==> src/design/hfrc_pkg.sv <==
// Shared types, codes and constants of the HID frame reassembly controller.
// Used by the controller, the datapath, the top level and the checker.
package hfrc_pkg;

  localparam int NUM_CHANNELS_DEF = 4;
  localparam int FRAME_BYTES      = 64;
  localparam int INIT_PAYLOAD     = FRAME_BYTES - 7;
  localparam int CONT_PAYLOAD     = FRAME_BYTES - 5;
  localparam int BUF_BYTES        = 7609;
  localparam int LEN_W            = 13;
  localparam int CPY_W            = 6;
  localparam int SLOT_W           = 2;
  localparam int CFG_W            = 16;

  localparam logic [31:0] BCAST_ID      = 32'hFFFF_FFFF;
  localparam logic [6:0]  CMD_MASK      = 7'h7F;
  localparam logic [6:0]  CMD_INIT      = 7'h06;
  localparam logic [6:0]  CMD_SYNC      = 7'h3C;
  localparam logic [15:0] TIMEOUT_RESET = 16'd600;

  typedef enum logic [1:0] {
    MODE_FRAME = 2'd0,
    MODE_TICK  = 2'd1,
    MODE_OPEN  = 2'd2,
    MODE_CLOSE = 2'd3
  } mode_e;

  typedef enum logic [2:0] {
    ST_OK           = 3'd0,
    ST_INVALID_CHAN = 3'd1,
    ST_BUSY         = 3'd2,
    ST_INVALID_LEN  = 3'd3,
    ST_INVALID_SEQ  = 3'd4,
    ST_TIMEOUT      = 3'd5
  } status_e;

  typedef enum logic {
    CFG_TIMEOUT = 1'b0,
    CFG_MAX_LEN = 1'b1
  } cfg_reg_e;

  typedef enum logic [1:0] {
    S_IDLE   = 2'd0,
    S_LOOKUP = 2'd1,
    S_UPDATE = 2'd2
  } state_e;

  typedef struct packed {
    logic [1:0]  mode;
    logic [31:0] chan_id_in;
    logic [7:0]  cmd_or_seq;
    logic [15:0] len_field;
    logic [31:0] now_ms;
  } item_t;

  typedef struct packed {
    logic [2:0]        status;
    logic [31:0]       chan_id_out;
    logic [SLOT_W-1:0] slot;
    logic [LEN_W-1:0]  copy_offset;
    logic [CPY_W-1:0]  copy_len;
    logic              message_done;
    logic [7:0]        cmd_out;
    logic [LEN_W-1:0]  message_len;
  } result_t;

  typedef struct packed {
    logic capture;
    logic lookup;
    logic update;
  } ctrl_cmd_t;

  typedef struct packed {
    logic has_result;
  } dp_status_t;

endpackage

==> src/design/hid_frame_reassembly_controller_core.sv <==
// Top level of the HID frame reassembly controller.
// Depends on hfrc_pkg; instantiates hfrc_ctrl and hfrc_datapath.
//
// Usage: present a word on item_i and raise start_i while busy_o is low; the
// word is taken at that edge. mode selects a frame header check, a time tick,
// or a channel open or close. The block then looks the channel up in its
// table in a lookup step and decides and updates the table in an update step.
// A result word appears on result_o with result_valid_o high for exactly one
// cycle, registered after the update step; a tick that finds no timeout gives
// no result. The receiver has no way to hold results back.
// busy_o is high from an accept until the update step is done, so a new item
// is taken only once the last one has passed both steps. Configuration is
// written through cfg_we_i, cfg_idx_i and cfg_data_i (index 0 timeout in ms,
// index 1 largest message length) while the block is idle.
// Reset clears the channel table, sets the timeout to 600 ms and the length
// limit to 7609 bytes, and leaves the block idle.
module hid_frame_reassembly_controller_core import hfrc_pkg::*; #(
  parameter int NumChannels = NUM_CHANNELS_DEF
) (
  input  logic             clk_i,
  input  logic             rst_ni,
  input  logic             start_i,
  output logic             busy_o,
  input  item_t            item_i,
  output logic             result_valid_o,
  output result_t          result_o,
  input  logic             cfg_we_i,
  input  cfg_reg_e         cfg_idx_i,
  input  logic [CFG_W-1:0] cfg_data_i
);

  ctrl_cmd_t  dp_cmd;
  dp_status_t dp_status;

  hfrc_ctrl u_ctrl (
    .clk_i          (clk_i),
    .rst_ni         (rst_ni),
    .start_i        (start_i),
    .dp_status_i    (dp_status),
    .dp_cmd_o       (dp_cmd),
    .busy_o         (busy_o),
    .result_valid_o (result_valid_o)
  );

  hfrc_datapath #(
    .NumChannels (NumChannels)
  ) u_datapath (
    .clk_i       (clk_i),
    .rst_ni      (rst_ni),
    .dp_cmd_i    (dp_cmd),
    .item_i      (item_i),
    .cfg_we_i    (cfg_we_i),
    .cfg_idx_i   (cfg_idx_i),
    .cfg_data_i  (cfg_data_i),
    .dp_status_o (dp_status),
    .result_o    (result_o)
  );

endmodule

==> src/design/hfrc_ctrl.sv <==
// Sequencing state machine of the HID frame reassembly controller.
// Depends on hfrc_pkg; drives the datapath through ctrl_cmd_t.
module hfrc_ctrl import hfrc_pkg::*; (
  input  logic       clk_i,
  input  logic       rst_ni,
  input  logic       start_i,
  input  dp_status_t dp_status_i,
  output ctrl_cmd_t  dp_cmd_o,
  output logic       busy_o,
  output logic       result_valid_o
);

  state_e state_q, state_d;
  logic   valid_q, valid_d;

  always_ff @(posedge clk_i or negedge rst_ni) begin
    if (!rst_ni) begin
      state_q <= S_IDLE;
      valid_q <= 1'b0;
    end else begin
      state_q <= state_d;
      valid_q <= valid_d;
    end
  end

  always_comb begin
    state_d  = state_q;
    dp_cmd_o = '0;
    valid_d  = 1'b0;
    unique case (state_q)
      S_IDLE: begin
        if (start_i) begin
          dp_cmd_o.capture = 1'b1;
          state_d          = S_LOOKUP;
        end
      end
      S_LOOKUP: begin
        dp_cmd_o.lookup = 1'b1;
        state_d         = S_UPDATE;
      end
      S_UPDATE: begin
        dp_cmd_o.update = 1'b1;
        valid_d         = dp_status_i.has_result;
        state_d         = S_IDLE;
      end
      default: state_d = S_IDLE;
    endcase
  end

  assign busy_o         = (state_q != S_IDLE);
  assign result_valid_o = valid_q;

endmodule

==> src/design/hfrc_datapath.sv <==
// Channel table, configuration registers and decision logic of the controller.
// Depends on hfrc_pkg; sequenced by hfrc_ctrl.
module hfrc_datapath import hfrc_pkg::*; #(
  parameter int NumChannels = NUM_CHANNELS_DEF
) (
  input  logic             clk_i,
  input  logic             rst_ni,
  input  ctrl_cmd_t        dp_cmd_i,
  input  item_t            item_i,
  input  logic             cfg_we_i,
  input  cfg_reg_e         cfg_idx_i,
  input  logic [CFG_W-1:0] cfg_data_i,
  output dp_status_t       dp_status_o,
  output result_t          result_o
);

  localparam int IdxW = (NumChannels > 1) ? $clog2(NumChannels) : 1;

  // Configuration.
  logic [15:0]      timeout_q;
  logic [LEN_W-1:0] max_len_q;

  always_ff @(posedge clk_i or negedge rst_ni) begin
    if (!rst_ni) begin
      timeout_q <= TIMEOUT_RESET;
      max_len_q <= LEN_W'(BUF_BYTES);
    end else if (cfg_we_i) begin
      unique case (cfg_idx_i)
        CFG_TIMEOUT: timeout_q <= cfg_data_i;
        CFG_MAX_LEN: max_len_q <= cfg_data_i[LEN_W-1:0];
        default: ;
      endcase
    end
  end

  // Channel table.
  logic             valid_q [NumChannels];
  logic             phase_q [NumChannels];
  logic [LEN_W-1:0] total_q [NumChannels];
  logic [LEN_W-1:0] off_q   [NumChannels];
  logic [7:0]       seq_q   [NumChannels];
  logic [31:0]      chan_q  [NumChannels];
  logic [7:0]       cmd_q   [NumChannels];
  logic [31:0]      last_q  [NumChannels];

  // Captured item and lookup results.
  item_t                  item_q;
  logic                   match_q, free_q, busy_q;
  logic [IdxW-1:0]        match_idx_q, free_idx_q, busy_idx_q;
  logic [NumChannels-1:0] expired_q, bcast_q;

  always_ff @(posedge clk_i) begin
    if (dp_cmd_i.capture) begin
      item_q <= item_i;
    end
  end

  logic                   match_d, free_d, busy_d;
  logic [IdxW-1:0]        match_idx_d, free_idx_d, busy_idx_d;
  logic [NumChannels-1:0] expired_d, bcast_d;

  // Lowest matching, lowest free and in-progress entry; per-entry timeout flags.
  always_comb begin
    match_d     = 1'b0;
    free_d      = 1'b0;
    busy_d      = 1'b0;
    match_idx_d = '0;
    free_idx_d  = '0;
    busy_idx_d  = '0;
    for (int i = NumChannels - 1; i >= 0; i--) begin
      if (valid_q[i] && chan_q[i] == item_q.chan_id_in) begin
        match_d     = 1'b1;
        match_idx_d = IdxW'(i);
      end
      if (!valid_q[i]) begin
        free_d     = 1'b1;
        free_idx_d = IdxW'(i);
      end
      if (valid_q[i] && phase_q[i]) begin
        busy_d     = 1'b1;
        busy_idx_d = IdxW'(i);
      end
      expired_d[i] = (item_q.now_ms - last_q[i]) > {16'd0, timeout_q};
      bcast_d[i]   = valid_q[i] && chan_q[i] == BCAST_ID;
    end
  end

  always_ff @(posedge clk_i) begin
    if (dp_cmd_i.lookup) begin
      match_q     <= match_d;
      free_q      <= free_d;
      busy_q      <= busy_d;
      match_idx_q <= match_idx_d;
      free_idx_q  <= free_idx_d;
      busy_idx_q  <= busy_idx_d;
      expired_q   <= expired_d;
      bcast_q     <= bcast_d;
    end
  end

  // Decision and table update.
  result_t          res;
  logic             has_res;
  logic             upd_en, set_valid, clr_valid, wr_chan, wr_cmd, wr_last, wr_ctl;
  logic             free_bcast;
  logic [IdxW-1:0]  upd_idx, e;
  logic [31:0]      chan_val;
  logic [7:0]       cmd_val;
  logic             phase_val;
  logic [LEN_W-1:0] total_val, off_val, base_total, base_off, rem;
  logic [7:0]       seq_val, base_seq;
  logic [CPY_W-1:0] cp_len;
  logic             is_bc, is_init, resync, alloc, done;

  always_comb begin
    res         = '0;
    res.chan_id_out = item_q.chan_id_in;
    has_res     = 1'b1;
    upd_en      = 1'b0;
    upd_idx     = '0;
    set_valid   = 1'b0;
    clr_valid   = 1'b0;
    wr_chan     = 1'b0;
    wr_cmd      = 1'b0;
    wr_last     = 1'b0;
    wr_ctl      = 1'b0;
    free_bcast  = 1'b0;
    chan_val    = item_q.chan_id_in;
    cmd_val     = '0;
    phase_val   = 1'b0;
    total_val   = '0;
    off_val     = '0;
    seq_val     = '0;
    cp_len      = '0;
    rem         = '0;
    done        = 1'b0;
    is_bc       = item_q.chan_id_in == BCAST_ID;
    is_init     = item_q.cmd_or_seq[7] && item_q.cmd_or_seq[6:0] == CMD_INIT;
    resync      = busy_q && item_q.cmd_or_seq[7] &&
                  (item_q.cmd_or_seq[6:0] == CMD_INIT || item_q.cmd_or_seq[6:0] == CMD_SYNC);
    alloc       = is_bc && !match_q;
    e           = match_q ? match_idx_q : free_idx_q;
    base_total  = (alloc || resync) ? '0 : total_q[e];
    base_off    = (alloc || resync) ? '0 : off_q[e];
    base_seq    = (alloc || resync) ? '0 : seq_q[e];

    case (mode_e'(item_q.mode))
      MODE_FRAME: begin
        if (item_q.chan_id_in == '0) begin
          res.status = ST_INVALID_CHAN;
        end else if (!match_q && !is_bc) begin
          res.status = ST_BUSY;
        end else if (is_bc && !is_init) begin
          res.status = ST_INVALID_CHAN;
        end else if (alloc && !free_q) begin
          res.status = ST_BUSY;
        end else begin
          upd_en  = 1'b1;
          upd_idx = e;
          if (alloc) begin
            // A new broadcast entry starts idle with a cleared command.
            set_valid = 1'b1;
            wr_chan   = 1'b1;
            wr_cmd    = 1'b1;
            wr_last   = 1'b1;
            wr_ctl    = 1'b1;
          end
          if (busy_q && busy_idx_q != e) begin
            res.status = ST_BUSY;
          end else if (busy_q && !resync && expired_q[e]) begin
            wr_ctl     = 1'b1;
            res.status = ST_TIMEOUT;
          end else begin
            wr_last   = 1'b1;
            wr_ctl    = 1'b1;
            phase_val = 1'b1;
            total_val = base_total;
            off_val   = base_off;
            seq_val   = base_seq;
            if (base_total == '0) begin
              if (item_q.len_field > {3'd0, max_len_q} ||
                  item_q.len_field > 16'(BUF_BYTES)) begin
                res.status = ST_INVALID_LEN;
              end else begin
                total_val = item_q.len_field[LEN_W-1:0];
                seq_val   = '0;
                wr_cmd    = 1'b1;
                cmd_val   = item_q.cmd_or_seq;
                if (item_q.len_field <= 16'(INIT_PAYLOAD)) begin
                  cp_len = item_q.len_field[CPY_W-1:0];
                  done   = 1'b1;
                end else begin
                  cp_len = CPY_W'(INIT_PAYLOAD);
                end
                off_val          = {{(LEN_W-CPY_W){1'b0}}, cp_len};
                res.status       = ST_OK;
                res.slot         = SLOT_W'(e);
                res.copy_len     = cp_len;
                res.message_done = done;
                res.cmd_out      = item_q.cmd_or_seq;
                res.message_len  = total_val;
              end
            end else if (item_q.cmd_or_seq != base_seq || item_q.cmd_or_seq[7]) begin
              res.status = ST_INVALID_SEQ;
            end else if (base_off >= base_total) begin
              res.status = ST_INVALID_LEN;
            end else begin
              rem    = base_total - base_off;
              cp_len = (rem < LEN_W'(CONT_PAYLOAD)) ? rem[CPY_W-1:0] : CPY_W'(CONT_PAYLOAD);
              seq_val          = base_seq + 8'd1;
              off_val          = base_off + {{(LEN_W-CPY_W){1'b0}}, cp_len};
              done             = off_val >= base_total;
              res.status       = ST_OK;
              res.slot         = SLOT_W'(e);
              res.copy_offset  = base_off;
              res.copy_len     = cp_len;
              res.message_done = done;
              res.cmd_out      = cmd_q[e];
              res.message_len  = base_total;
            end
            if (done) begin
              // A finished message frees its message state and all broadcast entries.
              phase_val  = 1'b0;
              total_val  = '0;
              off_val    = '0;
              seq_val    = '0;
              free_bcast = 1'b1;
            end
          end
        end
      end
      MODE_TICK: begin
        if (busy_q && expired_q[busy_idx_q]) begin
          upd_en          = 1'b1;
          upd_idx         = busy_idx_q;
          wr_ctl          = 1'b1;
          res.status      = ST_TIMEOUT;
          res.chan_id_out = chan_q[busy_idx_q];
        end else begin
          has_res = 1'b0;
        end
      end
      MODE_OPEN: begin
        if (item_q.chan_id_in == '0 || is_bc) begin
          res.status = ST_INVALID_CHAN;
        end else if (match_q) begin
          res.status = ST_OK;
          res.slot   = SLOT_W'(match_idx_q);
        end else if (!free_q) begin
          res.status = ST_BUSY;
        end else begin
          upd_en     = 1'b1;
          upd_idx    = free_idx_q;
          set_valid  = 1'b1;
          wr_chan    = 1'b1;
          wr_cmd     = 1'b1;
          wr_last    = 1'b1;
          wr_ctl     = 1'b1;
          res.status = ST_OK;
          res.slot   = SLOT_W'(free_idx_q);
        end
      end
      default: begin
        if (match_q) begin
          upd_en     = 1'b1;
          upd_idx    = match_idx_q;
          clr_valid  = 1'b1;
          wr_ctl     = 1'b1;
          res.status = ST_OK;
          res.slot   = SLOT_W'(match_idx_q);
        end else begin
          res.status = ST_INVALID_CHAN;
        end
      end
    endcase
  end

  assign dp_status_o.has_result = has_res;

  always_ff @(posedge clk_i or negedge rst_ni) begin
    if (!rst_ni) begin
      for (int i = 0; i < NumChannels; i++) begin
        valid_q[i] <= 1'b0;
        phase_q[i] <= 1'b0;
        total_q[i] <= '0;
        off_q[i]   <= '0;
        seq_q[i]   <= '0;
      end
    end else if (dp_cmd_i.update) begin
      for (int i = 0; i < NumChannels; i++) begin
        if (free_bcast && (bcast_q[i] ||
            (set_valid && IdxW'(i) == upd_idx && chan_val == BCAST_ID))) begin
          valid_q[i] <= 1'b0;
          phase_q[i] <= 1'b0;
          total_q[i] <= '0;
          off_q[i]   <= '0;
          seq_q[i]   <= '0;
        end else if (upd_en && IdxW'(i) == upd_idx) begin
          if (set_valid) begin
            valid_q[i] <= 1'b1;
          end else if (clr_valid) begin
            valid_q[i] <= 1'b0;
          end
          if (wr_ctl) begin
            phase_q[i] <= phase_val;
            total_q[i] <= total_val;
            off_q[i]   <= off_val;
            seq_q[i]   <= seq_val;
          end
        end
      end
    end
  end

  always_ff @(posedge clk_i) begin
    if (dp_cmd_i.update) begin
      result_o <= res;
      for (int i = 0; i < NumChannels; i++) begin
        if (upd_en && IdxW'(i) == upd_idx) begin
          if (wr_chan) chan_q[i] <= chan_val;
          if (wr_cmd)  cmd_q[i]  <= cmd_val;
          if (wr_last) last_q[i] <= item_q.now_ms;
        end
      end
    end
  end

endmodule

==> config.mk <==
export PLATFORM = sky130hd
export DESIGN_NAME = hid_frame_reassembly_controller_core
export DESIGN_NICKNAME = d
export VERILOG_FILES = /design/src/design/hfrc_pkg.sv /design/src/design/hid_frame_reassembly_controller_core.sv /design/src/design/hfrc_ctrl.sv /design/src/design/hfrc_datapath.sv
export SDC_FILE = /design/constraint.sdc
export NUM_CORES = 1
export LEC_CHECK = 0
export ABC_AREA = 1
export BUFFER_PORTS_ARGS = -buffer_cell sky130_fd_sc_hd__buf_4
export CAP_MARGIN = 20
export CORE_ASPECT_RATIO = 1.4
export CORE_MARGIN = 2
export CORE_UTILIZATION = 25
export CTS_BUF_LIST = sky130_fd_sc_hd__clkbuf_4
export DETAILED_ROUTE_END_ITERATION = 6
export RECOVER_POWER = 25
export REMOVE_ABC_BUFFERS = 1
export SETUP_SLACK_MARGIN = 0.15
export SLEW_MARGIN = 20
export SYNTH_ARGS = -nofsm -noshare
export SYNTH_HDL_FRONTEND = slang
export SYNTH_SLANG_ARGS = --single-unit
export TNS_END_PERCENT = 50
==> constraint.sdc <==
create_clock -name clk_i -period 6.4 [get_ports clk_i]
set_input_delay 1.28 -clock clk_i [delete_from_list [all_inputs] [get_ports clk_i]]
set_output_delay 1.28 -clock clk_i [all_outputs]
set_load 0.005 [all_outputs]
==> summary.txt <==
outcome -> finished with violations
violated checks -> DRC, capacitance limit, slew limit
PwrDens -> 245.8 nW/µm²
die height -> 458.0 µm
Placeable Area -> 146200 µm²
Distinct cells, synth -> 72
Layout Utilization -> 31.37%
VDD IR max -> 185.2 µV
Worst setup SP type -> register
initial antenna violation count -> 7
register area share after synthesis -> 50.61%
MaxCap Viol Count -> 1
Crit Reg-Reg Startpoint -> u_datapath.chan_val[22]
drt via density -> 4.828
GRT Total Usage -> 16.70%
DRT iter0 DRCs -> 2567
FF-to-FF setup slack -> 0.07 ns
synth cell count leaders -> 858 x nand2_1, 540 x inv_1, 473 x edfxtp_1
TritonCTS clock tree -> done
count of pins over their slew limit -> 73
share of flip-flops with an asynchronous set or reset -> 27.12%
Clock Sinks -> 649
critical path arrival -> 7.40 ns
cell area after technology mapping -> 36800 µm²
biggest area consumer among synthesized cells -> edfxtp_1
Ys Warns -> 0
fill cell count -> 15302
Routability Congestion -> 0.9882
clk root buf -> clkbuf_4
Slew @ Worst Pin -> 4.195 ns
top cell type's share of synthesized area -> 38.59%
number of synthesized flops with an enable pin -> 473
Rel. slew slack -> -179.7%
Mapped Cells -> 3983
post-route DRC violation count -> 9
post-route cell area -> 45860 µm²
CTS Buf Count -> 174
fin crit period -> 6.329 ns
Clock transition at path regs -> 0.07 ns
final worst path period share -> 98.89%
Area growth syn-to-layout -> 24.62%
WP buf/inv -> 7
Worst Hold End -> u_datapath.item_q[88]
multi-input logic area -> 16370 µm²
Detail Route Antenna Nets -> 0
hold-fix buffer count after cts -> 0
global-route wire length before repair -> 191000 µm
Worst Hold Class -> in -> reg
Initial Utilization -> 25.17%
Seq cells post-synth -> 649
Critical Path RT -> 7.47 ns
family with the most delay on the worst path -> simple AND/OR/NAND/NOR gates
Worst Hold Path Cells -> 1
register area -> 18620 µm²
Crit. End Element -> register
crit-path max FO -> 8
# IOs -> 191
Max Root-Sink Buffers -> 3
pin count of the biggest net entering global routing -> 73
fin nets -> 4877
vias -> 31939
total gr overflow -> 0
share of layout cells above drive strength 1 -> 21.33%
die width -> 328.3 µm
row count -> 166
Area contributors post-synth -> edfxtp_1 39%, dfrtp_1 11%, nand2_1 8.8%
setup violators final -> 0
ys flop type -> edfxtp_1
die area -> 150300 µm²
RSZ-0062 raised after global routing -> yes
DP Wirelength -> 94860 µm
Avg Synthesized Cell Area -> 9.240 µm²
final WL -> 128100 µm
most frequent cell after synthesis -> nand2_1
DR pass1 iterations -> 7
worst-skew pair later-pin latency -> 1.19 ns
Clock Skews -> 0.1143 ns
critical path class -> reg -> reg
htree depth -> 4
Critical-path top delay cell -> edfxtp_1
R2R depth -> 47
Worst Min Path Start -> item_i[88]
Final Hold Fails -> 0
maximum clock frequency -> 0.1580 GHz
placed cell areas -> 42270 µm²
wire length per cell -> 19.36 µm
setup TNS -> 0 ns
RR Endpoint -> u_datapath.seq_q[28]
most frequent CP cell -> nand2_1
max incr delay on CP -> 0.43 ns
LEAKAGE -> 0.01962 µW
vias in the first global route -> 31758
PortBufs -> 190
## where the power goes
| group | switching (µW) | internal [µW] |
|---|---|---|
| Clock | 1920 | 1940 |
| Combinational | 1560 | 1010 |
| Sequential | 130 | 4710 |
| Total | 3610 | 7660 |
## per-layer routing
metal / up-vias / share of wire [%] / GRT usage [%]
met5: - / 0.030 / 0
li1: 15048 / - / -
met4: 6 / 6.0 / 9.505
met3: 360 / 6.9 / 3.655
met1: 15276 / 39 / 19.42
met2: 1249 / 48 / 28.24
## registers in the layout, summed over array words and instances (netlist names), 13 cells and up
signal	count
u_datapath.cmd_q	32
u_datapath.off_q	52
u_datapath.last_q	128
u_datapath.total_q	52
u_datapath.timeout_q	16
u_datapath.seq_q	32
u_datapath.max_len_q	13
u_datapath.item_q	58
u_datapath.chan_q	128
u_datapath.chan_val	32
u_datapath.result_o	78
## cell type report
type                            count  share of cell area (%)
Clock buffer                      250                   4.092
Timing Repair Buffer              507                   8.872
Inverter                          552                   4.561
Tap cell                         1932                   5.271
Multi-Input combinational cell   2652                   35.70
Sequential cell                   649                   40.61
Clock inverter                     64                  0.8457
Antenna cell                        9                 0.04911
## worst max path at each step
stage / slack (ns) / startpoint / end / depth (start not counted)
after floorplan: -0.75 / u_datapath.match_q / u_datapath.total_q[0] / 45
after global placement: -0.46 / u_datapath.chan_val[22] / u_datapath.off_q[41] / 45
after detailed placement: -0.58 / u_datapath.chan_val[22] / u_datapath.off_q[41] / 48
after CTS: 0.13 / u_datapath.chan_val[7] / u_datapath.phase_q[3] / 50
after global routing: -0.28 / u_datapath.chan_val[22] / u_datapath.total_q[20] / 45
final: 0.07 / u_datapath.chan_val[22] / u_datapath.seq_q[28] / 47
## layout by cell type, fill, tap and decap left out, drive strengths merged, types with 8 or more instances in the layout
cell     netlist  final
nand2        869    869
inv          549    554
edfxtp       473    473
buf           69    391
clkbuf        61    366
a21oi        294    294
o21ai        266    266
ha           224    224
nor2         214    214
nand3        205    205
dfrtp        163    163
o22ai         95     95
xor2          87     87
nor4          62     62
clkinv         3     55
xnor2         53     53
nand4         51     51
a221oi        37     37
nor3          30     30
a211oi        18     18
o2111ai       16     16
o21bai        15     15
dfstp         13     13
a32o          11     11
a31oi         10     10
o32ai         10     10
diode          0      9
o211ai         8      8
## metrics by stage
| step | total power, µW | std cells | hold WS, ns | setup WS [ns] |
|---|---|---|---|---|
| after floorplan | 6239 | 3853 | 0.4242 | -0.7518 |
| after global placement | 7289 | 6243 | 0.4386 | -0.4575 |
| after detailed placement | 7306 | 6243 | 0.4606 | -0.5842 |
| after CTS | 11380 | 6597 | 0.05453 | 0.1320 |
| after global routing | 11890 | 6612 | 0.1669 | -0.2813 |
| final | 11270 | 6615 | 0.2873 | 0.07093 |
## kinds of logic (layout without fill, tap and decap cells)
family	Yosys count	in the layout	share of synthesized area [%]
simple gates	1456	1456	17.38
other cells	0	9	0
buf+inv	682	1373	7.534
mux	1	1	0.03060
flops	649	649	50.61
fa+ha+maj	230	230	7.942
compound gates	825	825	13.18
xor+xnor	140	140	3.332
## worst reg2reg max path, delay by kind of cell, from the launching register on
kind	cells	cell delay, ns
XOR/XNOR	1	0.08
AND/OR/NAND/NOR	33	3.56
AO/OA/AOI/OAI	2	0.25
buffers and inverters	7	0.79
adder cells (fa/ha/maj)	4	1.12
flip-flops	1	0.43
## repair_timing
item / 4_1_cts / 5_1_grt
setup endpoints to repair: 145 / 146
gates cloned: 4 / 1
pin swaps: 44 / 60
setup buffers: 36 / 8
resized for setup: 142 / 105
Note: power is estimated with default switching activity, not from simulation.
